[config.mk]
export PLATFORM = sky130hd
export DESIGN_NAME = nsp_conv
export DESIGN_NICKNAME = d
export VERILOG_FILES = /design/src/hw/rtl/nsp_pkg.sv /design/src/hw/rtl/nsp_conv.sv
export SDC_FILE = /design/constraint.sdc
export NUM_CORES = 2
export LEC_CHECK = 0
export BUFFER_PORTS_ARGS = -buffer_cell sky130_fd_sc_hd__buf_2
export CORE_UTILIZATION = 40
export CTS_CLUSTER_DIAMETER = 200
export DETAILED_ROUTE_END_ITERATION = 10
export GPL_ROUTABILITY_DRIVEN = 0
export MAX_ROUTING_LAYER = met4
export REMOVE_ABC_BUFFERS = 1
export SLEW_MARGIN = 15
export SYNTH_ARGS = -nofsm -noshare
export SYNTH_HDL_FRONTEND = slang
export SYNTH_SLANG_ARGS = --single-unit
[constraint.sdc]
create_clock -name i_clk -period 10.33 [get_ports i_clk]
set_clock_uncertainty 0.1 [all_clocks]
set_input_delay 1.033 -clock i_clk [delete_from_list [all_inputs] [get_ports i_clk]]
set_output_delay 1.033 -clock i_clk [all_outputs]
set_load 0.02 [all_outputs]
[src/hw/rtl/nsp_pkg.sv]
// Shared types, character codes and constants of the NMEA sentence parser.
// Used by the other files under hw/rtl except nsp_stream_if; depends on nothing.
package nsp_pkg;

    localparam int DEF_MAX_LINE       = 128;
    localparam int DEF_MAX_FIELDS     = 20;
    localparam int DEF_FRACTION_DIGITS = 5;

    localparam logic [7:0] CH_LF     = 8'h0A;
    localparam logic [7:0] CH_CR     = 8'h0D;
    localparam logic [7:0] CH_DOLLAR = 8'h24;
    localparam logic [7:0] CH_STAR   = 8'h2A;
    localparam logic [7:0] CH_COMMA  = 8'h2C;
    localparam logic [7:0] CH_DOT    = 8'h2E;
    localparam logic [7:0] CH_ZERO   = 8'h30;
    localparam logic [7:0] CH_NINE   = 8'h39;
    localparam logic [7:0] CH_UP_A   = 8'h41;
    localparam logic [7:0] CH_UP_F   = 8'h46;
    localparam logic [7:0] CH_UP_S   = 8'h53;
    localparam logic [7:0] CH_UP_W   = 8'h57;
    localparam logic [7:0] CH_LOW_A  = 8'h61;
    localparam logic [7:0] CH_LOW_F  = 8'h66;

    localparam logic [23:0] TAG_RMC = 24'h524D43;
    localparam logic [23:0] TAG_GGA = 24'h474741;
    localparam logic [23:0] TAG_VTG = 24'h565447;
    localparam logic [6:0]  TYPE_CHARS = 7'd6;
    localparam logic [6:0]  CHARS_MAX  = 7'd127;

    localparam logic [30:0] RECIP_100 = 31'd1374389535;
    localparam logic [28:0] RECIP_15  = 29'h11111112;
    localparam logic [23:0] TEN_MILLION = 24'd10000000;
    localparam logic [31:0] COORD_CAP = 32'h7FFFFFFF;
    localparam logic [19:0] SPEED_CAP = 20'hFFFFF;
    localparam logic [15:0] HEAD_CAP  = 16'hFFFF;

    typedef enum logic [1:0] {LT_NONE, LT_RMC, LT_GGA, LT_VTG} t_line_type;
    typedef enum logic [2:0] {
        ST_RMC     = 3'd0,
        ST_GGA     = 3'd1,
        ST_VTG     = 3'd2,
        ST_BAD_SUM = 3'd3,
        ST_SKIP    = 3'd4
    } t_status;
    typedef enum logic [1:0] {PH_INT, PH_FRAC, PH_DONE} t_num_phase;

    typedef struct packed {
        logic [7:0] rx_byte;
    } t_rx_word;

    typedef struct packed {
        logic [2:0]         status;
        logic [7:0]         hours;
        logic [6:0]         minutes;
        logic [6:0]         seconds;
        logic               fix_valid;
        logic signed [31:0] latitude;
        logic signed [31:0] longitude;
        logic [19:0]        speed_hundredths;
        logic [15:0]        heading_hundredths;
        logic [7:0]         fix_quality;
        logic [7:0]         satellites;
    } t_fix_word;

    typedef struct packed {
        logic       valid;
        logic       close;
        logic       fin;
        t_line_type ltype;
        logic [4:0] k;
        logic [7:0] first;
        t_status    status;
        logic [7:0] int_lo8;
    } t_evt_ctl;

    typedef struct packed {
        t_evt_ctl    ctl;
        logic [31:0] int_acc;
        logic [19:0] frac;
        logic [2:0]  fdig;
        logic [6:0]  h2;
    } t_field_event;

    typedef struct packed {
        t_evt_ctl    ctl;
        logic [7:0]  hours;
        logic [6:0]  minutes;
        logic [6:0]  seconds;
        logic [49:0] degp;
        logic [25:0] minp;
        logic [38:0] h100;
    } t_conv_word;

    function automatic longint unsigned pow10(input int n);
        longint unsigned p;
        p = 1;
        for (int i = 0; i < n; i++) begin
            p = p * 10;
        end
        return p;
    endfunction

    function automatic t_line_type line_type_of(input logic [23:0] letters);
        t_line_type t;
        case (letters)
            TAG_RMC: t = LT_RMC;
            TAG_GGA: t = LT_GGA;
            TAG_VTG: t = LT_VTG;
            default: t = LT_NONE;
        endcase
        return t;
    endfunction

endpackage

[src/hw/rtl/nsp_conv.sv]
// Four-stage fixed-point conversion of a closed field: time split, coordinate
// degrees-minutes to 1e-7 degrees, hundredths. Depends on nsp_pkg.
module nsp_conv #(
    parameter int FRACTION_DIGITS = nsp_pkg::DEF_FRACTION_DIGITS
) (
    input  logic                  i_clk,
    input  logic                  i_rst_n,
    input  logic                  i_en,
    input  nsp_pkg::t_field_event i_ev,
    output nsp_pkg::t_conv_word   o_cw
);
    localparam logic [33:0] MIN_SCALE = 34'(nsp_pkg::pow10(7 - FRACTION_DIGITS));

    typedef struct packed {
        nsp_pkg::t_evt_ctl ctl;
        logic [31:0] int_acc;
        logic [60:0] p1;
        logic [19:0] fs;
        logic [38:0] h100;
    } t_s1;

    typedef struct packed {
        nsp_pkg::t_evt_ctl ctl;
        logic [25:0] q1;
        logic [6:0]  r1;
        logic [54:0] p2;
        logic [19:0] fs;
        logic [38:0] h100;
    } t_s2;

    typedef struct packed {
        nsp_pkg::t_evt_ctl ctl;
        logic [7:0]  hours;
        logic [6:0]  minutes;
        logic [6:0]  seconds;
        logic [29:0] x;
        logic [49:0] degp;
        logic [38:0] h100;
    } t_s3;

    t_s1 r_s1, n_s1;
    t_s2 r_s2, n_s2;
    t_s3 r_s3, n_s3;
    nsp_pkg::t_conv_word n_cw;
    logic [19:0] scale;
    logic [38:0] h2pad;
    logic [18:0] q2;
    logic [57:0] p3;

    always_comb begin
        scale = 20'(nsp_pkg::pow10(FRACTION_DIGITS));
        for (int i = 1; i <= 6; i++) begin
            if (i_ev.fdig == 3'(i)) begin
                scale = 20'(nsp_pkg::pow10(FRACTION_DIGITS - i));
            end
        end
        case (i_ev.fdig)
            3'd0:    h2pad = '0;
            3'd1:    h2pad = 39'(i_ev.h2) * 39'd10;
            default: h2pad = 39'(i_ev.h2);
        endcase
        n_s1.ctl     = i_ev.ctl;
        n_s1.int_acc = i_ev.int_acc;
        n_s1.p1      = 61'(i_ev.int_acc[31:2]) * 61'(nsp_pkg::RECIP_100);
        n_s1.fs      = 20'(i_ev.frac * scale);
        n_s1.h100    = 39'(i_ev.int_acc) * 39'd100 + h2pad;

        n_s2.ctl  = r_s1.ctl;
        n_s2.q1   = r_s1.p1[60:35];
        n_s2.r1   = 7'(r_s1.int_acc - 32'(r_s1.p1[60:35]) * 32'd100);
        n_s2.p2   = 55'(r_s1.p1[60:37]) * 55'(nsp_pkg::RECIP_100);
        n_s2.fs   = r_s1.fs;
        n_s2.h100 = r_s1.h100;

        q2           = r_s2.p2[53:35];
        n_s3.ctl     = r_s2.ctl;
        n_s3.hours   = q2[7:0];
        n_s3.minutes = 7'(r_s2.q1 - 26'(q2) * 26'd100);
        n_s3.seconds = r_s2.r1;
        n_s3.x       = 30'(34'(r_s2.r1) * 34'(nsp_pkg::TEN_MILLION)
                         + 34'(r_s2.fs) * MIN_SCALE);
        n_s3.degp    = 50'(r_s2.q1) * 50'(nsp_pkg::TEN_MILLION);
        n_s3.h100    = r_s2.h100;

        p3           = 58'(r_s3.x[29:2]) * 58'(nsp_pkg::RECIP_15);
        n_cw.ctl     = r_s3.ctl;
        n_cw.hours   = r_s3.hours;
        n_cw.minutes = r_s3.minutes;
        n_cw.seconds = r_s3.seconds;
        n_cw.degp    = r_s3.degp;
        n_cw.minp    = p3[57:32];
        n_cw.h100    = r_s3.h100;
    end

    always_ff @(posedge i_clk) begin
        if (!i_rst_n) begin
            r_s1.ctl <= '0;
            r_s2.ctl <= '0;
            r_s3.ctl <= '0;
            o_cw.ctl <= '0;
        end else if (i_en) begin
            r_s1.ctl <= n_s1.ctl;
            r_s2.ctl <= n_s2.ctl;
            r_s3.ctl <= n_s3.ctl;
            o_cw.ctl <= n_cw.ctl;
        end
    end

    always_ff @(posedge i_clk) begin
        if (i_en) begin
            r_s1.int_acc <= n_s1.int_acc; r_s1.p1 <= n_s1.p1; r_s1.fs <= n_s1.fs;
            r_s1.h100 <= n_s1.h100;
            r_s2.q1 <= n_s2.q1; r_s2.r1 <= n_s2.r1; r_s2.p2 <= n_s2.p2;
            r_s2.fs <= n_s2.fs; r_s2.h100 <= n_s2.h100;
            r_s3.hours <= n_s3.hours; r_s3.minutes <= n_s3.minutes;
            r_s3.seconds <= n_s3.seconds; r_s3.x <= n_s3.x; r_s3.degp <= n_s3.degp;
            r_s3.h100 <= n_s3.h100;
            o_cw.hours <= n_cw.hours; o_cw.minutes <= n_cw.minutes;
            o_cw.seconds <= n_cw.seconds; o_cw.degp <= n_cw.degp;
            o_cw.minp <= n_cw.minp; o_cw.h100 <= n_cw.h100;
        end
    end
endmodule

==> flow_summary.json <==
{
  "grt_antenna_before_repair": 4,
  "rows": 153,
  "period_share": 0.855,
  "crit_top_cell": "fa_1",
  "outcome": "finished, final reports clean",
  "path_clk_slew_ns": 0.06,
  "drive_gt1_frac": 0.0611,
  "worst_pin_slew_ns": 1.06,
  "initial_utilization": 0.403,
  "seq_area_frac_synth": 0.225,
  "postRouteAntennaNets": 0,
  "arrival_ns": 9.15,
  "multi_input_area_mm2": 0.0471,
  "routed_wl_mm": 155,
  "die_w_um": 421,
  "netlist_area_mm2": 0.0702,
  "hold_class": "reg -> reg",
  "yosys_warnings": 0,
  "worstPathRequired_ns": 10.65,
  "cts_resized": 0,
  "drt_iter0_drc": 2060,
  "grt_use_total": 0.185,
  "fin_tns_setup_ns": 0,
  "cts_hold_buf": 0,
  "drcViolationCount": 0,
  "worst_hold_slack_ns": 0.310,
  "ys_async_sr_fraction": 0,
  "clk_latency_ns": 0.67,
  "portBuffers": 251,
  "cts_tree": "yes",
  "hold_viol_final": 0,
  "vias_per_cell": 4.74,
  "crit_path_top_delay_cell": "a221oi_1",
  "slew_headroom": 0.290,
  "area_growth_pct": 8.85,
  "grt_pass1_vias": 45900,
  "cp_max_fo": 10,
  "num_vias": 43300,
  "synth_common_cells": "1,879 x inv_1, 1,303 x ha_1, 989 x fa_1, 449 x edfxtp_1, 190 x xnor2_1",
  "cpPeakStageDelay_ns": 0.67,
  "fmax_ghz": 0.113,
  "r2r_setup_slack_ns": 2.82,
  "syn_avg_cell_area_um2": 10.8,
  "ios": 260,
  "cp_num_buf_inv": 5,
  "post_drt_wl_per_cell_um": 17.0,
  "core-area_mm2": 0.174,
  "ys_seq_elements": 565,
  "cts_num_sinks": 565,
  "root_buffer": "clkbuf_16",
  "numCtsBuffers": 68,
  "setup_viol": 0,
  "fin_nets": 9129,
  "die_area_mm2": 0.177,
  "cts_setup_buffers": 0,
  "r2r-start": "n_s2[131]",
  "yosysMostFrequentCell": "inv_1",
  "holdPathStages": 0,
  "worstReg2RegEnd": "n_s3[139]",
  "maxSlewViolCount": 0,
  "grt_pass1_wl_mm": 248,
  "htreeDepth": 3,
  "finalWorstPathRequiredPeriod_ns": 8.83,
  "end_kind": "flip-flop",
  "grt_max_degree": 159,
  "hold_path_end": "r_s2[39]",
  "n_fill_cell": 16500,
  "synthTopCellsByArea": "fa_1 28%, ha_1 23%, edfxtp_1 19%",
  "rsz0062_at_grt": "false",
  "ys_types": 77,
  "ys.flop_type": "edfxtp_1",
  "path_class": "in -> reg",
  "maxCapViolCount": 0,
  "reg2reg_depth": 24,
  "drt_first_pass_iters": 6,
  "place_hpwl_mm": 133,
  "synthCells": 6472,
  "fp.dieH_um": 421,
  "crit_path_start_kind": "input pin",
  "regArea_mm2": 0.0158,
  "synth_edf_count": 449,
  "yosysTopAreaCell": "fa_1",
  "hp-start": "n_s2[39]",
  "overflow": 0,
  "synth_top_area_frac": 0.282,
  "critical-path-top-delay-family": "adder cells",
  "cts_buffer_depth": 3
}
## layout make-up
type	count	area share
multi-input cells	3964	0.616
flip-flops and latches	565	0.207
inverters	1879	0.0923
well taps	2325	0.0381
clock buffers	91	0.0246
repair buffers	265	0.0181
clock inverters	30	0.00395
diodes	4	0.000131
## cells in the final DEF (no fill, tap or decap), drive strengths merged, types with 16 or more instances in the layout
cell and count:
nor3 47, ha 1303, mux2i 120, clkbuf 91, nand4 20, a21oi 176, xor2 73, or3 16
a21o 85, and3 54, a31oi 24, nor2 105, nand2 160, o21bai 29, xnor2 190, and2 68
fa 989, dfxtp 116, inv 1890, a211oi 21, o21a 30, buf 265, edfxtp 449, nand2b 28
nor2b 150, o21ai 107, nand3 53
## cells by family (layout without fill, tap and decap cells)
kind of cell | Yosys count | after routing | synth area share
AND/OR/NAND/NOR | 745 | 745 | 0.0569
flip-flops | 565 | 565 | 0.225
multiplexers | 120 | 120 | 0.0171
XOR/XNOR | 264 | 264 | 0.0331
buffers and inverters | 1950 | 2265 | 0.105
adder cells (fa/ha/maj) | 2292 | 2292 | 0.514
AO/OA/AOI/OAI | 535 | 535 | 0.0482
other | 1 | 12 | 0.0000534
## registers in the layout (all words and copies together) (netlist names)
signal / count
r_s3: 28
n_cw: 131
o_cw: 156
r_s1: 7
n_s2: 114
r_s2: 46
n_s3: 83
## worst max path at each step
stage          slack [ns]  depth (start not counted)   endpoint      from
2_1_floorplan        2.24                         26  n_s2[145]  i_ev[35]
3_3_place_gp         0.89                         27  n_s2[145]  i_ev[35]
3_5_place_dp         0.86                         27  n_s2[145]  i_ev[35]
4_1_cts              1.61                         27  n_s2[145]  i_ev[35]
5_1_grt              1.06                         27  n_s2[145]  i_ev[35]
6_report             1.50                         27  n_s2[145]  i_ev[35]
## per-stage QoR
step | area (um^2) | std cells | worst slack (ns) | util
detailed placement | 74200 | 8998 | 0.864 | 0.426
global route | 76400 | 9123 | 1.06 | 0.439
finish | 76400 | 9123 | 1.50 | 0.439
CTS | 76400 | 9119 | 1.61 | 0.439
floorplan | 69900 | 6408 | 2.24 | -
global placement | 74200 | 8998 | 0.893 | 0.426
## metal layers
layer | GRT usage | vias to the layer above | share of wire | routed length [um]
li1 | - | 21000 | - | -
met1 | 0.241 | 21300 | 0.46 | 70600
met2 | 0.300 | 790 | 0.47 | 73000
met3 | 0.0225 | 201 | 0.042 | 6440
met4 | 0.0611 | 0 | 0.031 | 4770
met5 | - | - | 0 | 0
Power is left out: the tool's default activity adds up to more than one toggle a clock period on the data nets, which glitch-free logic cannot reach.
