`src/hw/rtl/nsp_pkg.sv`:
```
// Shared types, character codes and constants of the NMEA sentence parser.
// Used by the other files under hw/rtl except nsp_stream_if; depends on nothing.
package nsp_pkg;

    localparam int DEF_MAX_LINE       = 128;
    localparam int DEF_MAX_FIELDS     = 20;
    localparam int DEF_FRACTION_DIGITS = 5;

    localparam logic [7:0] CH_LF     = 8'h0A;
    localparam logic [7:0] CH_CR     = 8'h0D;
    localparam logic [7:0] CH_DOLLAR = 8'h24;
    localparam logic [7:0] CH_STAR   = 8'h2A;
    localparam logic [7:0] CH_COMMA  = 8'h2C;
    localparam logic [7:0] CH_DOT    = 8'h2E;
    localparam logic [7:0] CH_ZERO   = 8'h30;
    localparam logic [7:0] CH_NINE   = 8'h39;
    localparam logic [7:0] CH_UP_A   = 8'h41;
    localparam logic [7:0] CH_UP_F   = 8'h46;
    localparam logic [7:0] CH_UP_S   = 8'h53;
    localparam logic [7:0] CH_UP_W   = 8'h57;
    localparam logic [7:0] CH_LOW_A  = 8'h61;
    localparam logic [7:0] CH_LOW_F  = 8'h66;

    localparam logic [23:0] TAG_RMC = 24'h524D43;
    localparam logic [23:0] TAG_GGA = 24'h474741;
    localparam logic [23:0] TAG_VTG = 24'h565447;
    localparam logic [6:0]  TYPE_CHARS = 7'd6;
    localparam logic [6:0]  CHARS_MAX  = 7'd127;

    localparam logic [30:0] RECIP_100 = 31'd1374389535;
    localparam logic [28:0] RECIP_15  = 29'h11111112;
    localparam logic [23:0] TEN_MILLION = 24'd10000000;
    localparam logic [31:0] COORD_CAP = 32'h7FFFFFFF;
    localparam logic [19:0] SPEED_CAP = 20'hFFFFF;
    localparam logic [15:0] HEAD_CAP  = 16'hFFFF;

    typedef enum logic [1:0] {LT_NONE, LT_RMC, LT_GGA, LT_VTG} t_line_type;
    typedef enum logic [2:0] {
        ST_RMC     = 3'd0,
        ST_GGA     = 3'd1,
        ST_VTG     = 3'd2,
        ST_BAD_SUM = 3'd3,
        ST_SKIP    = 3'd4
    } t_status;
    typedef enum logic [1:0] {PH_INT, PH_FRAC, PH_DONE} t_num_phase;

    typedef struct packed {
        logic [7:0] rx_byte;
    } t_rx_word;

    typedef struct packed {
        logic [2:0]         status;
        logic [7:0]         hours;
        logic [6:0]         minutes;
        logic [6:0]         seconds;
        logic               fix_valid;
        logic signed [31:0] latitude;
        logic signed [31:0] longitude;
        logic [19:0]        speed_hundredths;
        logic [15:0]        heading_hundredths;
        logic [7:0]         fix_quality;
        logic [7:0]         satellites;
    } t_fix_word;

    typedef struct packed {
        logic       valid;
        logic       close;
        logic       fin;
        t_line_type ltype;
        logic [4:0] k;
        logic [7:0] first;
        t_status    status;
        logic [7:0] int_lo8;
    } t_evt_ctl;

    typedef struct packed {
        t_evt_ctl    ctl;
        logic [31:0] int_acc;
        logic [19:0] frac;
        logic [2:0]  fdig;
        logic [6:0]  h2;
    } t_field_event;

    typedef struct packed {
        t_evt_ctl    ctl;
        logic [7:0]  hours;
        logic [6:0]  minutes;
        logic [6:0]  seconds;
        logic [49:0] degp;
        logic [25:0] minp;
        logic [38:0] h100;
    } t_conv_word;

    function automatic longint unsigned pow10(input int n);
        longint unsigned p;
        p = 1;
        for (int i = 0; i < n; i++) begin
            p = p * 10;
        end
        return p;
    endfunction

    function automatic t_line_type line_type_of(input logic [23:0] letters);
        t_line_type t;
        case (letters)
            TAG_RMC: t = LT_RMC;
            TAG_GGA: t = LT_GGA;
            TAG_VTG: t = LT_VTG;
            default: t = LT_NONE;
        endcase
        return t;
    endfunction

endpackage

```
`src/hw/rtl/nsp_stream_if.sv`:
```
// Valid/ready stream channel carrying one word of a given payload type.
// Depends on nothing; payload types come from nsp_pkg at instantiation.
interface nsp_stream_if #(
    parameter type t_payload = logic [7:0]
);
    logic     valid;
    logic     ready;
    t_payload data;

    modport source (output valid, output data, input ready);
    modport sink (input valid, input data, output ready);
endinterface

```
`src/hw/rtl/nsp_record.sv`:
```
// Staged and stored fix: applies converted fields, commits at line end and
// holds the output record register. Depends on nsp_pkg and nsp_stream_if.
module nsp_record (
    input  logic                i_clk,
    input  logic                i_rst_n,
    input  logic                i_en,
    input  nsp_pkg::t_conv_word i_cw,
    nsp_stream_if.source        o_fix
);
    nsp_pkg::t_fix_word r_st, n_st;
    nsp_pkg::t_fix_word r_fix, n_fix;
    nsp_pkg::t_fix_word r_out, n_out;
    logic               r_ovalid;
    logic [50:0]        sum;
    logic [31:0]        mag;
    logic [19:0]        spd;
    logic [15:0]        hdg;
    logic               neg;

    always_comb begin
        sum = 51'(i_cw.degp) + 51'(i_cw.minp);
        mag = (sum > 51'(nsp_pkg::COORD_CAP)) ? nsp_pkg::COORD_CAP : sum[31:0];
        spd = (i_cw.h100 > 39'(nsp_pkg::SPEED_CAP)) ? nsp_pkg::SPEED_CAP : i_cw.h100[19:0];
        hdg = (i_cw.h100 > 39'(nsp_pkg::HEAD_CAP)) ? nsp_pkg::HEAD_CAP : i_cw.h100[15:0];
        neg = i_cw.ctl.first == nsp_pkg::CH_UP_S || i_cw.ctl.first == nsp_pkg::CH_UP_W;
        n_st  = r_st;
        n_fix = r_fix;
        n_out = r_out;
        if (i_cw.ctl.valid && i_cw.ctl.close) begin
            case (i_cw.ctl.ltype)
                nsp_pkg::LT_RMC: begin
                    case (i_cw.ctl.k)
                        5'd1: begin
                            n_st.hours = i_cw.hours; n_st.minutes = i_cw.minutes;
                            n_st.seconds = i_cw.seconds;
                        end
                        5'd2: n_st.fix_valid = i_cw.ctl.first == nsp_pkg::CH_UP_A;
                        5'd3: n_st.latitude = mag;
                        5'd4: if (neg) n_st.latitude = -r_st.latitude;
                        5'd5: n_st.longitude = mag;
                        5'd6: if (neg) n_st.longitude = -r_st.longitude;
                        5'd7: n_st.speed_hundredths = spd;
                        5'd8: n_st.heading_hundredths = hdg;
                        default: ;
                    endcase
                end
                nsp_pkg::LT_GGA: begin
                    case (i_cw.ctl.k)
                        5'd1: begin
                            n_st.hours = i_cw.hours; n_st.minutes = i_cw.minutes;
                            n_st.seconds = i_cw.seconds;
                        end
                        5'd2: n_st.latitude = mag;
                        5'd3: if (neg) n_st.latitude = -r_st.latitude;
                        5'd4: n_st.longitude = mag;
                        5'd5: if (neg) n_st.longitude = -r_st.longitude;
                        5'd6: n_st.fix_quality = i_cw.ctl.int_lo8;
                        5'd7: n_st.satellites = i_cw.ctl.int_lo8;
                        default: ;
                    endcase
                end
                nsp_pkg::LT_VTG: begin
                    case (i_cw.ctl.k)
                        5'd1: n_st.heading_hundredths = hdg;
                        5'd5: n_st.speed_hundredths = spd;
                        default: ;
                    endcase
                end
                default: ;
            endcase
        end
        if (i_cw.ctl.valid && i_cw.ctl.fin) begin
            case (i_cw.ctl.status)
                nsp_pkg::ST_RMC: begin
                    n_fix.latitude = n_st.latitude; n_fix.longitude = n_st.longitude;
                    n_fix.speed_hundredths = n_st.speed_hundredths;
                    n_fix.heading_hundredths = n_st.heading_hundredths;
                    n_fix.hours = n_st.hours; n_fix.minutes = n_st.minutes;
                    n_fix.seconds = n_st.seconds; n_fix.fix_valid = n_st.fix_valid;
                end
                nsp_pkg::ST_GGA: begin
                    n_fix.latitude = n_st.latitude; n_fix.longitude = n_st.longitude;
                    n_fix.hours = n_st.hours; n_fix.minutes = n_st.minutes;
                    n_fix.seconds = n_st.seconds; n_fix.fix_quality = n_st.fix_quality;
                    n_fix.satellites = n_st.satellites;
                end
                nsp_pkg::ST_VTG: begin
                    n_fix.speed_hundredths = n_st.speed_hundredths;
                    n_fix.heading_hundredths = n_st.heading_hundredths;
                end
                default: ;
            endcase
            n_out        = n_fix;
            n_out.status = i_cw.ctl.status;
            n_st         = '0;
        end
    end

    always_ff @(posedge i_clk) begin
        if (!i_rst_n) begin
            r_st     <= '0;
            r_fix    <= '0;
            r_ovalid <= 1'b0;
        end else if (i_en) begin
            r_st     <= n_st;
            r_fix    <= n_fix;
            r_ovalid <= i_cw.ctl.valid && i_cw.ctl.fin;
        end
    end

    always_ff @(posedge i_clk) begin
        if (i_en) begin
            r_out <= n_out;
        end
    end

    assign o_fix.valid = r_ovalid;
    assign o_fix.data  = r_out;
endmodule

```
`src/flat_wrapper.sv`:
```
// flat-port wrapper written by rule: the top's interface ports become plain ports
module nsp_record_flat 
  (i_clk, i_rst_n, i_en, i_cw, o_fix_valid, o_fix_data, o_fix_ready);
  nsp_stream_if o_fix_i ();
  input  logic i_clk;
  input  logic i_rst_n;
  input  logic i_en;
  input  nsp_pkg::t_conv_word i_cw;
  output wire logic [$bits(o_fix_i.valid)-1:0] o_fix_valid;
  output wire logic [$bits(o_fix_i.data)-1:0] o_fix_data;
  input wire logic [$bits(o_fix_i.ready)-1:0] o_fix_ready;
  assign o_fix_valid = o_fix_i.valid;
  assign o_fix_data = o_fix_i.data;
  assign o_fix_i.ready = o_fix_ready;
  nsp_record u_core (.i_clk(i_clk), .i_rst_n(i_rst_n), .i_en(i_en), .i_cw(i_cw), .o_fix(o_fix_i));
endmodule
```
`config.mk`:
```
export PLATFORM = sky130hd
export DESIGN_NAME = nsp_record_flat
export DESIGN_NICKNAME = d
export VERILOG_FILES = /design/src/hw/rtl/nsp_pkg.sv /design/src/hw/rtl/nsp_stream_if.sv /design/src/hw/rtl/nsp_record.sv /design/src/flat_wrapper.sv
export SDC_FILE = /design/constraint.sdc
export NUM_CORES = 1
export LEC_CHECK = 0
export ABC_AREA = 1
export BUFFER_PORTS_ARGS = -buffer_cell sky130_fd_sc_hd__buf_2
export CELL_PAD_IN_SITES_DETAIL_PLACEMENT = 1
export CELL_PAD_IN_SITES_GLOBAL_PLACEMENT = 2
export CORE_MARGIN = 4
export CORE_UTILIZATION = 12
export CTS_CLUSTER_DIAMETER = 30
export DETAILED_ROUTE_END_ITERATION = 12
export PLACE_DENSITY_LB_ADDON = 0.1
export SLEW_MARGIN = 10
export SYNTH_ARGS = -nofsm -noshare
export SYNTH_HDL_FRONTEND = slang
export SYNTH_SLANG_ARGS = --single-unit
```
`constraint.sdc`:
```
create_clock -name i_clk -period 1.3 [get_ports i_clk]
set_input_delay 0.065 -clock i_clk [delete_from_list [all_inputs] [get_ports i_clk]]
set_output_delay 0.065 -clock i_clk [all_outputs]
set_load 0.02 [all_outputs]
```
==> impl_metrics.json <==
{
  "status": "finished, final reports clean",
  "via_per_inst": 3.62,
  "ios": 179,
  "start_util": 0.125,
  "fmax_ghz": 0.993,
  "cp_max_fo": 9,
  "drive_above_1_share": 0.242,
  "rsz0062_at_grt": "false",
  "pwr-share-comb": 0.128,
  "clkLatencyLatePin_ps": 270,
  "grt_pass1_vias": 1320,
  "netlist_area_mm2": 0.00124,
  "critPathLaunchType": "input port",
  "post_cts_resized": 0,
  "end_kind": "flop",
  "first_pass_iters": 4,
  "drc": 0,
  "antenna_cells": 0,
  "postCtsSetupRepairBufs": 0,
  "swShare": 0.255,
  "critPathKind": "input port to flop",
  "cts_made_buffers": 3,
  "fp-row-count": 36,
  "switching_power_uw": 383,
  "die_x_um": 110,
  "antenna_found_initial": 0,
  "clk_pin_slew_ps": 90,
  "slew_headroom": 0.779,
  "dieHeight_um": 110,
  "ys_seq_area_frac": 0.467,
  "power_density_mw_per_mm2": 912,
  "clockBufferDepth": 2,
  "setup_viol": 0,
  "dr.first_iter.drc_count": 51,
  "drv_slew": 0,
  "wl_per_cell_um": 12.0,
  "die_area_mm2": 0.0121,
  "p_int_mw": 1.12,
  "use_met1": 0.0873,
  "grtUsageTotal": 0.0717,
  "final.setup.tns_ps": 0,
  "layout_common_cells": "nand2_1 (44), buf_2 (32), inv_1 (30), nand3_1 (24), dfxtp_1 (17)",
  "cts_tree": "built",
  "hold_violations": 0,
  "seq_power_share": 0.555,
  "routabilityCongestion": 0.668,
  "synth_nets": 330,
  "setup_ws_ps": 293,
  "crit_required_ps": 1520,
  "grt_pass1_wl_mm": 6.62,
  "root_buffer": "clkbuf_8",
  "ctsHoldBuffers": 0,
  "grt_overflow_total": 0,
  "min_period_over_period": 0.775,
  "grt_util_met2": 0.127,
  "layout_min_cycle_time_ps": 1010,
  "yosysWarnings": 0,
  "grt-busiest-layer": "met2",
  "grt_max_degree": 25,
  "layout_commonest_cell": "nand2_1",
  "syn-instance-count": 160,
  "ant_nets": 0,
  "synth_area_per_cell_um2": 7.77,
  "arrival_ps": 1230,
  "hold_path.class": "input port to flop",
  "power_leakage_nw": 0.755,
  "clkPwrFrac": 0.317,
  "dp.final_hpwl_mm": 3.05,
  "use_met3": 0.0211,
  "wl_mm": 3.98,
  "synth_seq_cells": 25,
  "coreArea_mm2": 0.00995,
  "finClkSkew_ps": 1.07,
  "portBuffers": 32,
  "htree_levels": 1,
  "cts.sinks": 25,
  "worst_pin_slew_ps": 331,
  "vdd_ir_drop_max_v": 0.000366,
  "syn2layout_area_growth_pct": 32.4,
  "num_vias": 1197,
  "synthDistinctLibCells": 17,
  "drv_cap": 0,
  "total_power_mw": 1.50,
  "preCtsSetupSlack_ps": -23.4,
  "nets": 369
}
-- through the flow --
| stage | hold slack (ps) | cells | area [um2] | util |
|---|---|---|---|---|
| floorplan | 232 | 160 | 1240 | - |
| global placement | 360 | 327 | 1600 | 0.161 |
| detailed placement | 390 | 327 | 1600 | 0.161 |
| CTS | 105 | 331 | 1650 | 0.165 |
| global route | 137 | 331 | 1650 | 0.165 |
| finish | 104 | 331 | 1650 | 0.165 |
-- power by group through the flow --
stage          Clock [mW]  Sequential (mW)  Combinational [mW]
6_report            0.476            0.833               0.192
5_1_grt             0.537            0.836               0.218
4_1_cts             0.513            0.834               0.198
3_5_place_dp            0            0.851               0.197
3_3_place_gp            0            0.851               0.191
2_1_floorplan           0            0.861              0.0938
-- critical path: stages --
cell,delay [ps]
buf_2,100
inv_1,40
nand2_1,80
nor2_4,280
nand3_4,190
nand2_1,120
nand3_1,150
nand3_1,110
nand2_1,60
inv_1,40
-- flip-flops by register name, indices dropped and copies added (netlist names) --
name / count
u_core.o_fix.data: 8
u_core.r_st: 8
u_core.r_fix: 8
u_core.o_fix.valid: 1
-- logic make-up (layout without fill, tap and decap cells) --
| logic type | count (synthesis) | in the layout | synth area share |
|---|---|---|---|
| simple gates | 83 | 83 | 0.336 |
| compound gates | 18 | 18 | 0.0915 |
| flops | 25 | 25 | 0.467 |
| buf+inv | 34 | 72 | 0.106 |
-- Yosys cell counts, drive strengths merged --
library cell | number | area [um2]
o21ai | 1 | 5.00
buf | 1 | 7.51
nor3 | 1 | 16.3
clkbuf | 1 | 3.75
nand4 | 8 | 50.1
inv | 32 | 120
nand2 | 44 | 165
a21oi | 9 | 48.8
nor2 | 5 | 48.8
edfxtp | 8 | 240
o21a | 8 | 60.1
dfxtp | 17 | 340
nand3 | 25 | 138
-- path summary, 6_finish.rpt --
kind                                                  start                              end  slack [ps]  cells after the start
worst min register to register  u_core.r_st[7]$_SDFFE_PN0P_      u_core.r_st[7]$_SDFFE_PN0P_         470                      2
worst max-delay path                              i_cw[159]     u_core.r_fix[6]$_SDFFE_PN0P_         290                     10
worst max register to register  u_core.r_st[4]$_SDFFE_PN0P_   u_core.o_fix.data[4]$_DFFE_PP_         390                      4
worst min-delay path                                   i_en  u_core.o_fix.valid$_SDFFE_PN0P_         100                      3
-- metal layers --
layer | wire length [um] | vias to the layer above | share of wire
met5 | 0 | - | 0
met4 | 22 | 0 | 0.0055
met3 | 200 | 2 | 0.050
met2 | 1990 | 24 | 0.50
met1 | 1770 | 576 | 0.44
li1 | - | 595 | -
-- area by class of cell --
cell class | count | area (um2)
Clock buffer | 4 | 45.0
Fill cell | 1180 | 8310
Inverter | 32 | 120
Multi-Input combinational cell | 101 | 532
Sequential cell | 25 | 581
Tap cell | 133 | 166
Timing Repair Buffer | 36 | 203
(Power assumes the default switching activity.)
