`config.mk`:
```
export PLATFORM = sky130hd
export DESIGN_NAME = nsp_scan
export DESIGN_NICKNAME = d
export VERILOG_FILES = /design/src/hw/rtl/nsp_pkg.sv /design/src/hw/rtl/nsp_scan.sv
export SDC_FILE = /design/constraint.sdc
export NUM_CORES = 1
export LEC_CHECK = 0
export BUFFER_PORTS_ARGS = -buffer_cell sky130_fd_sc_hd__buf_4
export CELL_PAD_IN_SITES_DETAIL_PLACEMENT = 0
export CELL_PAD_IN_SITES_GLOBAL_PLACEMENT = 1
export CORE_MARGIN = 2
export CORE_UTILIZATION = 40
export CTS_CLUSTER_SIZE = 8
export DETAILED_ROUTE_END_ITERATION = 7
export GPL_TIMING_DRIVEN = 0
export PLACE_DENSITY_LB_ADDON = 0.1
export SYNTH_ARGS = -nofsm -noshare
export SYNTH_HDL_FRONTEND = slang
export SYNTH_SLANG_ARGS = --single-unit
export TNS_END_PERCENT = 50
```
`constraint.sdc`:
```
create_clock -name i_clk -period 7 [get_ports i_clk]
set_input_delay 1.4 -clock i_clk [delete_from_list [all_inputs] [get_ports i_clk]]
set_output_delay 1.4 -clock i_clk [all_outputs]
set_load 0.01 [all_outputs]
```
`src/hw/rtl/nsp_pkg.sv`:
```
// Shared types, character codes and constants of the NMEA sentence parser.
// Used by the other files under hw/rtl except nsp_stream_if; depends on nothing.
package nsp_pkg;

    localparam int DEF_MAX_LINE       = 128;
    localparam int DEF_MAX_FIELDS     = 20;
    localparam int DEF_FRACTION_DIGITS = 5;

    localparam logic [7:0] CH_LF     = 8'h0A;
    localparam logic [7:0] CH_CR     = 8'h0D;
    localparam logic [7:0] CH_DOLLAR = 8'h24;
    localparam logic [7:0] CH_STAR   = 8'h2A;
    localparam logic [7:0] CH_COMMA  = 8'h2C;
    localparam logic [7:0] CH_DOT    = 8'h2E;
    localparam logic [7:0] CH_ZERO   = 8'h30;
    localparam logic [7:0] CH_NINE   = 8'h39;
    localparam logic [7:0] CH_UP_A   = 8'h41;
    localparam logic [7:0] CH_UP_F   = 8'h46;
    localparam logic [7:0] CH_UP_S   = 8'h53;
    localparam logic [7:0] CH_UP_W   = 8'h57;
    localparam logic [7:0] CH_LOW_A  = 8'h61;
    localparam logic [7:0] CH_LOW_F  = 8'h66;

    localparam logic [23:0] TAG_RMC = 24'h524D43;
    localparam logic [23:0] TAG_GGA = 24'h474741;
    localparam logic [23:0] TAG_VTG = 24'h565447;
    localparam logic [6:0]  TYPE_CHARS = 7'd6;
    localparam logic [6:0]  CHARS_MAX  = 7'd127;

    localparam logic [30:0] RECIP_100 = 31'd1374389535;
    localparam logic [28:0] RECIP_15  = 29'h11111112;
    localparam logic [23:0] TEN_MILLION = 24'd10000000;
    localparam logic [31:0] COORD_CAP = 32'h7FFFFFFF;
    localparam logic [19:0] SPEED_CAP = 20'hFFFFF;
    localparam logic [15:0] HEAD_CAP  = 16'hFFFF;

    typedef enum logic [1:0] {LT_NONE, LT_RMC, LT_GGA, LT_VTG} t_line_type;
    typedef enum logic [2:0] {
        ST_RMC     = 3'd0,
        ST_GGA     = 3'd1,
        ST_VTG     = 3'd2,
        ST_BAD_SUM = 3'd3,
        ST_SKIP    = 3'd4
    } t_status;
    typedef enum logic [1:0] {PH_INT, PH_FRAC, PH_DONE} t_num_phase;

    typedef struct packed {
        logic [7:0] rx_byte;
    } t_rx_word;

    typedef struct packed {
        logic [2:0]         status;
        logic [7:0]         hours;
        logic [6:0]         minutes;
        logic [6:0]         seconds;
        logic               fix_valid;
        logic signed [31:0] latitude;
        logic signed [31:0] longitude;
        logic [19:0]        speed_hundredths;
        logic [15:0]        heading_hundredths;
        logic [7:0]         fix_quality;
        logic [7:0]         satellites;
    } t_fix_word;

    typedef struct packed {
        logic       valid;
        logic       close;
        logic       fin;
        t_line_type ltype;
        logic [4:0] k;
        logic [7:0] first;
        t_status    status;
        logic [7:0] int_lo8;
    } t_evt_ctl;

    typedef struct packed {
        t_evt_ctl    ctl;
        logic [31:0] int_acc;
        logic [19:0] frac;
        logic [2:0]  fdig;
        logic [6:0]  h2;
    } t_field_event;

    typedef struct packed {
        t_evt_ctl    ctl;
        logic [7:0]  hours;
        logic [6:0]  minutes;
        logic [6:0]  seconds;
        logic [49:0] degp;
        logic [25:0] minp;
        logic [38:0] h100;
    } t_conv_word;

    function automatic longint unsigned pow10(input int n);
        longint unsigned p;
        p = 1;
        for (int i = 0; i < n; i++) begin
            p = p * 10;
        end
        return p;
    endfunction

    function automatic t_line_type line_type_of(input logic [23:0] letters);
        t_line_type t;
        case (letters)
            TAG_RMC: t = LT_RMC;
            TAG_GGA: t = LT_GGA;
            TAG_VTG: t = LT_VTG;
            default: t = LT_NONE;
        endcase
        return t;
    endfunction

endpackage

```
`src/hw/rtl/nsp_scan.sv`:
```
// Per-byte scanner: checksum, hex digits, field split and number accumulation.
// Emits a registered field event when a field closes or a line ends; depends on nsp_pkg.
module nsp_scan #(
    parameter int MAX_LINE        = nsp_pkg::DEF_MAX_LINE,
    parameter int MAX_FIELDS      = nsp_pkg::DEF_MAX_FIELDS,
    parameter int FRACTION_DIGITS = nsp_pkg::DEF_FRACTION_DIGITS
) (
    input  logic                 i_clk,
    input  logic                 i_rst_n,
    input  logic                 i_en,
    input  logic                 i_acc,
    input  logic [7:0]           i_byte,
    output nsp_pkg::t_field_event o_ev
);
    localparam int LW  = $clog2(MAX_LINE);
    localparam int FNW = $clog2(MAX_FIELDS);
    localparam int FW  = $clog2(nsp_pkg::pow10(FRACTION_DIGITS));

    logic [LW-1:0]  r_len, n_len;
    logic [7:0]     r_check, n_check;
    logic           r_star, n_star;
    logic [7:0]     r_hex, n_hex;
    logic           r_hexact, n_hexact;
    logic           r_closed, n_closed;
    logic [FNW-1:0] r_fnum, n_fnum;
    logic [6:0]     r_chars, n_chars;
    logic [23:0]    r_letters, n_letters;
    logic [31:0]    r_int, n_int;
    logic [FW-1:0]  r_frac, n_frac;
    logic [2:0]     r_fdig, n_fdig;
    nsp_pkg::t_num_phase r_phase, n_phase;
    logic [7:0]     r_first, n_first;
    logic [6:0]     r_h2, n_h2;
    nsp_pkg::t_field_event ev;
    nsp_pkg::t_line_type   ltype_end;
    logic [7:0]     c;
    logic           digit, hexok;
    logic [3:0]     dval, hval;
    logic [35:0]    int_ext;

    always_comb begin
        c       = i_byte;
        digit   = c inside {[nsp_pkg::CH_ZERO:nsp_pkg::CH_NINE]};
        dval    = 4'(c - nsp_pkg::CH_ZERO);
        hexok   = 1'b1;
        hval    = dval;
        if (c inside {[nsp_pkg::CH_UP_A:nsp_pkg::CH_UP_F]}) begin
            hval = 4'(c - nsp_pkg::CH_UP_A + 8'd10);
        end else if (c inside {[nsp_pkg::CH_LOW_A:nsp_pkg::CH_LOW_F]}) begin
            hval = 4'(c - nsp_pkg::CH_LOW_A + 8'd10);
        end else if (!digit) begin
            hexok = 1'b0;
        end
        int_ext = {4'd0, r_int} * 36'd10 + 36'(dval);

        n_len = r_len; n_check = r_check; n_star = r_star; n_hex = r_hex;
        n_hexact = r_hexact; n_closed = r_closed; n_fnum = r_fnum; n_chars = r_chars;
        n_letters = r_letters; n_int = r_int; n_frac = r_frac; n_fdig = r_fdig;
        n_phase = r_phase; n_first = r_first; n_h2 = r_h2;

        ev             = '0;
        ev.ctl.k       = 5'(r_fnum);
        ev.ctl.ltype   = nsp_pkg::line_type_of(r_letters);
        ev.ctl.first   = r_first;
        ev.ctl.int_lo8 = r_int[7:0];
        ev.ctl.status  = nsp_pkg::ST_SKIP;
        ev.int_acc     = r_int;
        ev.frac        = 20'(r_frac);
        ev.fdig        = r_fdig;
        ev.h2          = r_h2;
        ltype_end      = ev.ctl.ltype;

        if (i_acc) begin
            if (c == nsp_pkg::CH_LF) begin
                ev.ctl.valid = 1'b1;
                ev.ctl.fin   = 1'b1;
                ev.ctl.close = !r_closed;
                if (!r_closed && r_fnum == '0 && r_chars != nsp_pkg::TYPE_CHARS) begin
                    ltype_end = nsp_pkg::LT_NONE;
                end
                if (r_star && r_check != r_hex) begin
                    ev.ctl.status = nsp_pkg::ST_BAD_SUM;
                end else if (ltype_end == nsp_pkg::LT_RMC && r_fnum >= FNW'(8)) begin
                    ev.ctl.status = nsp_pkg::ST_RMC;
                end else if (ltype_end == nsp_pkg::LT_GGA && r_fnum >= FNW'(7)) begin
                    ev.ctl.status = nsp_pkg::ST_GGA;
                end else if (ltype_end == nsp_pkg::LT_VTG && r_fnum >= FNW'(7)) begin
                    ev.ctl.status = nsp_pkg::ST_VTG;
                end
                n_len = '0; n_check = '0; n_star = 1'b0; n_hex = '0; n_hexact = 1'b0;
                n_closed = 1'b0; n_fnum = '0; n_chars = '0; n_letters = '0; n_int = '0;
                n_frac = '0; n_fdig = '0; n_phase = nsp_pkg::PH_INT; n_first = '0;
                n_h2 = '0;
            end else if (r_len < LW'(MAX_LINE - 1)) begin
                if (!r_star && !(r_len == '0 && c == nsp_pkg::CH_DOLLAR)
                        && c != nsp_pkg::CH_STAR) begin
                    n_check = r_check ^ c;
                end
                if (c == nsp_pkg::CH_STAR) begin
                    n_star = 1'b1; n_hexact = 1'b1; n_hex = '0;
                end else if (r_hexact) begin
                    if (hexok) begin
                        n_hex = {r_hex[3:0], hval};
                    end else begin
                        n_hexact = 1'b0;
                    end
                end
                if (!r_closed) begin
                    if (c == nsp_pkg::CH_STAR || c == nsp_pkg::CH_CR
                            || (c == nsp_pkg::CH_COMMA && r_fnum < FNW'(MAX_FIELDS - 1))) begin
                        ev.ctl.valid = 1'b1;
                        ev.ctl.close = 1'b1;
                        if (r_fnum == '0 && r_chars != nsp_pkg::TYPE_CHARS) begin
                            n_letters = '0;
                        end
                        if (c == nsp_pkg::CH_COMMA) begin
                            n_fnum = r_fnum + 1'b1;
                        end else begin
                            n_closed = 1'b1;
                        end
                        n_chars = '0; n_first = '0; n_int = '0; n_frac = '0; n_fdig = '0;
                        n_phase = nsp_pkg::PH_INT; n_h2 = '0;
                    end else begin
                        if (r_chars == '0) begin
                            n_first = c;
                        end
                        if (r_chars != nsp_pkg::CHARS_MAX) begin
                            n_chars = r_chars + 1'b1;
                        end
                        if (r_fnum == '0) begin
                            n_letters = {r_letters[15:0], c};
                        end
                        case (r_phase)
                            nsp_pkg::PH_INT: begin
                                if (digit) begin
                                    n_int = (int_ext[35:32] != '0) ? '1 : int_ext[31:0];
                                end else begin
                                    n_phase = (c == nsp_pkg::CH_DOT) ? nsp_pkg::PH_FRAC
                                                                     : nsp_pkg::PH_DONE;
                                end
                            end
                            nsp_pkg::PH_FRAC: begin
                                if (digit) begin
                                    if (r_fdig < 3'(FRACTION_DIGITS)) begin
                                        n_frac = FW'(r_frac * FW'(10) + FW'(dval));
                                        n_fdig = r_fdig + 1'b1;
                                        if (r_fdig < 3'd2) begin
                                            n_h2 = 7'(r_h2 * 7'd10 + 7'(dval));
                                        end
                                    end
                                end else begin
                                    n_phase = nsp_pkg::PH_DONE;
                                end
                            end
                            default: ;
                        endcase
                    end
                end
                n_len = r_len + 1'b1;
            end
        end
    end

    always_ff @(posedge i_clk) begin
        if (!i_rst_n) begin
            r_len <= '0; r_check <= '0; r_star <= 1'b0; r_hex <= '0; r_hexact <= 1'b0;
            r_closed <= 1'b0; r_fnum <= '0; r_chars <= '0; r_letters <= '0; r_int <= '0;
            r_frac <= '0; r_fdig <= '0; r_phase <= nsp_pkg::PH_INT; r_first <= '0;
            r_h2 <= '0; o_ev <= '0;
        end else if (i_en) begin
            r_len <= n_len; r_check <= n_check; r_star <= n_star; r_hex <= n_hex;
            r_hexact <= n_hexact; r_closed <= n_closed; r_fnum <= n_fnum;
            r_chars <= n_chars; r_letters <= n_letters; r_int <= n_int; r_frac <= n_frac;
            r_fdig <= n_fdig; r_phase <= n_phase; r_first <= n_first; r_h2 <= n_h2;
            o_ev <= ev;
        end
    end
endmodule

```
==> impl_metrics.json <==
{
  "nets": 1849,
  "synth_cells": 1587,
  "max_slew_margin": 0.1461,
  "grt.overflow.total": 0,
  "end_kind": "flip-flop",
  "cts_max_level": 1,
  "rows": 67,
  "synth_ff_type": "dfxtp_1",
  "worstPathCellList": "buf_4 -> clkbuf_1 -> inv_1 -> ha_1 -> nor2b_1 -> nand2_1 -> nor2_1 -> nand3_1 -> o21ai_1 -> nand3b_1 -> nor4_4 -> buf_2 -> a31oi_2",
  "core_region_area_mm2": 0.03353,
  "insertion_delay_ns": 0.58,
  "arrival_ns": 5.91,
  "drt_iter0_drc": 553,
  "via_count": 11600,
  "fmax_ghz": 0.1825,
  "ys_seq_area_frac": 0.3095,
  "route.detailed.drc": 0,
  "layout_common_cells": "nand2_1 (217), dfxtp_1 (211), buf_4 (111), ha_1 (111), nor2b_1 (102)",
  "holdWs_ns": 0.4576,
  "grt_antenna_before_repair": 1,
  "leakage_nw": 6.583,
  "hold_path.class": "reg -> reg",
  "hold_path_end": "r_letters[22]",
  "async_reset_ff_frac": 0,
  "grt_pass1_wl_um": 63340,
  "slew_violations": 0,
  "reg2reg_depth": 14,
  "cts-resized-gates": 0,
  "ios": 103,
  "drt_wl_total_um": 39850,
  "crit_path_top_delay_cell": "nor4_4",
  "die_area_mm2": 0.03562,
  "final_antenna_net_count": 0,
  "hold_depth": 2,
  "area.growth.synth_to_final_pct": 15.89,
  "critPathTopFamily": "simple AND/OR/NAND/NOR gates",
  "min_from": "r_letters[22]",
  "worst_pin_slew_ns": 1.281,
  "grt_pass1_vias": 11270,
  "reg2reg_to": "r_int[19]",
  "synthDistinctLibCells": 89,
  "hold_violations": 0,
  "critical_path_class": "in -> reg",
  "avgSynthCellArea_um2": 8.601,
  "grt_max_degree": 17,
  "clockBufferDepth": 3,
  "synth_edf_count": 0,
  "required_ns": 7.43,
  "start_util": 0.4071,
  "postPlaceCellArea_mm2": 0.01495,
  "cts_buffers": 31,
  "first_pass_iters": 4,
  "power_density_mw_per_mm2": 175.9,
  "status": "completed",
  "yosysWarnings": 0,
  "holdBufCountCts": 0,
  "io_buffers": 98,
  "wire_per_inst_um": 18.34,
  "fin_setup_tns_ns": 0,
  "grt_usage": 0.2222,
  "maxCapViolCount": 0,
  "skew_ns": 0.01362,
  "numClockSinks": 211,
  "critPathMaxStageDelay_ns": 0.58,
  "worstSetupStartpointType": "input pin",
  "fin_crit_sh": 0.7826,
  "final_common_cell": "nand2_1",
  "path_buf_inv": 4,
  "drive_gt1_frac": 0.1310,
  "final_cell_area_mm2": 0.01582,
  "nFillCells": 3357,
  "synth_top_area_frac": 0.3095,
  "synth_area_leaders": "dfxtp_1 (31%), ha_1 (10%), mux2i_1 (6.0%)",
  "gp_congestion": 0.8457,
  "die_h_um": 188.7,
  "path_max_fanout": 10,
  "synth_area_mm2": 0.01365,
  "cts_setup_buffers": 0,
  "setup_violations": 0,
  "finalCoreUtilization": 0.4718,
  "ys_ff_latch": 211,
  "rsz0062_at_grt": "false",
  "r2r_slack_ns": 1.98,
  "diodes": 0,
  "die_x_um": 188.7,
  "power_mw": 2.782,
  "ir_drop_v": 0.0001785,
  "reg2reg_from": "r_int[11]",
  "clkTransAtPathRegs_ns": 0.05,
  "yosysTopAreaCell": "dfxtp_1",
  "cts_tree": "built",
  "clockRootBuffer": "clkbuf_16",
  "avgViaCountPerCell": 5.337,
  "post-route-min-period_ns": 5.478,
  "place_hpwl_um": 30060
}
-- tightest hold or removal path: stages (launching register included) --
cell and delay, ns:
dfxtp_1 0.30, nand2_1 0.05, a21boi_0 0.06
-- metal layers --
metal	up-vias	global-route usage	share of wire	routed length (um)
met2	195	0.3942	0.49	19420
met1	5501	0.2872	0.46	18180
met5	-	0	0	0
met4	0	0.05409	0.025	988
li1	5847	-	-	-
met3	54	0.02440	0.032	1262
-- area by class of cell --
| type | instances | area, um2 | area share |
|---|---|---|---|
| multi-input cells | 1255 | 8864 | 0.5603 |
| well taps | 448 | 560.5 | 0.03543 |
| plain buffers | 90 | 445.4 | 0.02816 |
| repair buffers | 98 | 735.7 | 0.04651 |
| flip-flops and latches | 211 | 4224 | 0.2670 |
| clock inverters | 3 | 55.05 | 0.003480 |
| clock buffers | 35 | 810.8 | 0.05125 |
| inverters | 33 | 123.9 | 0.007830 |
-- how the worst max path moves through the flow --
stage / from / end / slack [ns] / cells past startpoint
global placement: i_byte[0] / r_int[20] / 1.04 / 13
detailed placement: i_byte[0] / r_int[19] / 1.01 / 13
floorplan: i_byte[0] / r_int[12] / 2.83 / 12
finish: i_byte[0] / r_int[17] / 1.52 / 13
global route: i_byte[0] / r_int[22] / 1.30 / 13
CTS: i_byte[0] / r_int[19] / 1.60 / 13
-- metrics by stage --
stage	std cells	worst slack [ns]
5_1_grt	2173	1.304
3_5_place_dp	2135	1.013
4_1_cts	2173	1.601
3_3_place_gp	2135	1.041
2_1_floorplan	1589	2.827
6_report	2173	1.522
-- where the power goes --
group	internal [mW]	switching, mW
logic	0.0632	0.106
clock network	0.838	0.545
registers	1.22	0.0133
-- logic make-up (layout without fill, tap and decap cells) --
group | count (synthesis) | count (layout) | share of synthesized area
and+or+nand+nor | 642 | 642 | 0.2411
AOI/OAI and AO/OA | 307 | 307 | 0.1699
DFF | 211 | 211 | 0.3095
buffers and inverters | 123 | 259 | 0.04171
adders and majority gates | 117 | 117 | 0.1106
xor gates and xnor gates | 103 | 103 | 0.06609
muxes | 83 | 83 | 0.06096
other | 1 | 3 | 0.0002747
-- Yosys cell counts (all sizes together), types with 29 or more instances --
master	number
nand2	217
nand3	69
ha	111
clkbuf	59
xor2	54
nor2b	102
o21ai	55
buf	31
dfxtp	211
a21oi	61
inv	33
a31oi	37
nor2	90
mux2i	82
a21boi	50
xnor2	49
nor3	29
-- state kept, by name, summed over array words and instances (netlist names) --
signal	cells
r_int	32
r_chars	7
r_frac	17
r_hexact	1
r_first	8
r_star	1
r_h2	7
r_phase	2
r_fnum	5
o_ev	80
r_fdig	3
r_hex	8
r_len	7
r_letters	24
r_check	8
r_closed	1
(Power assumes the default switching activity.)
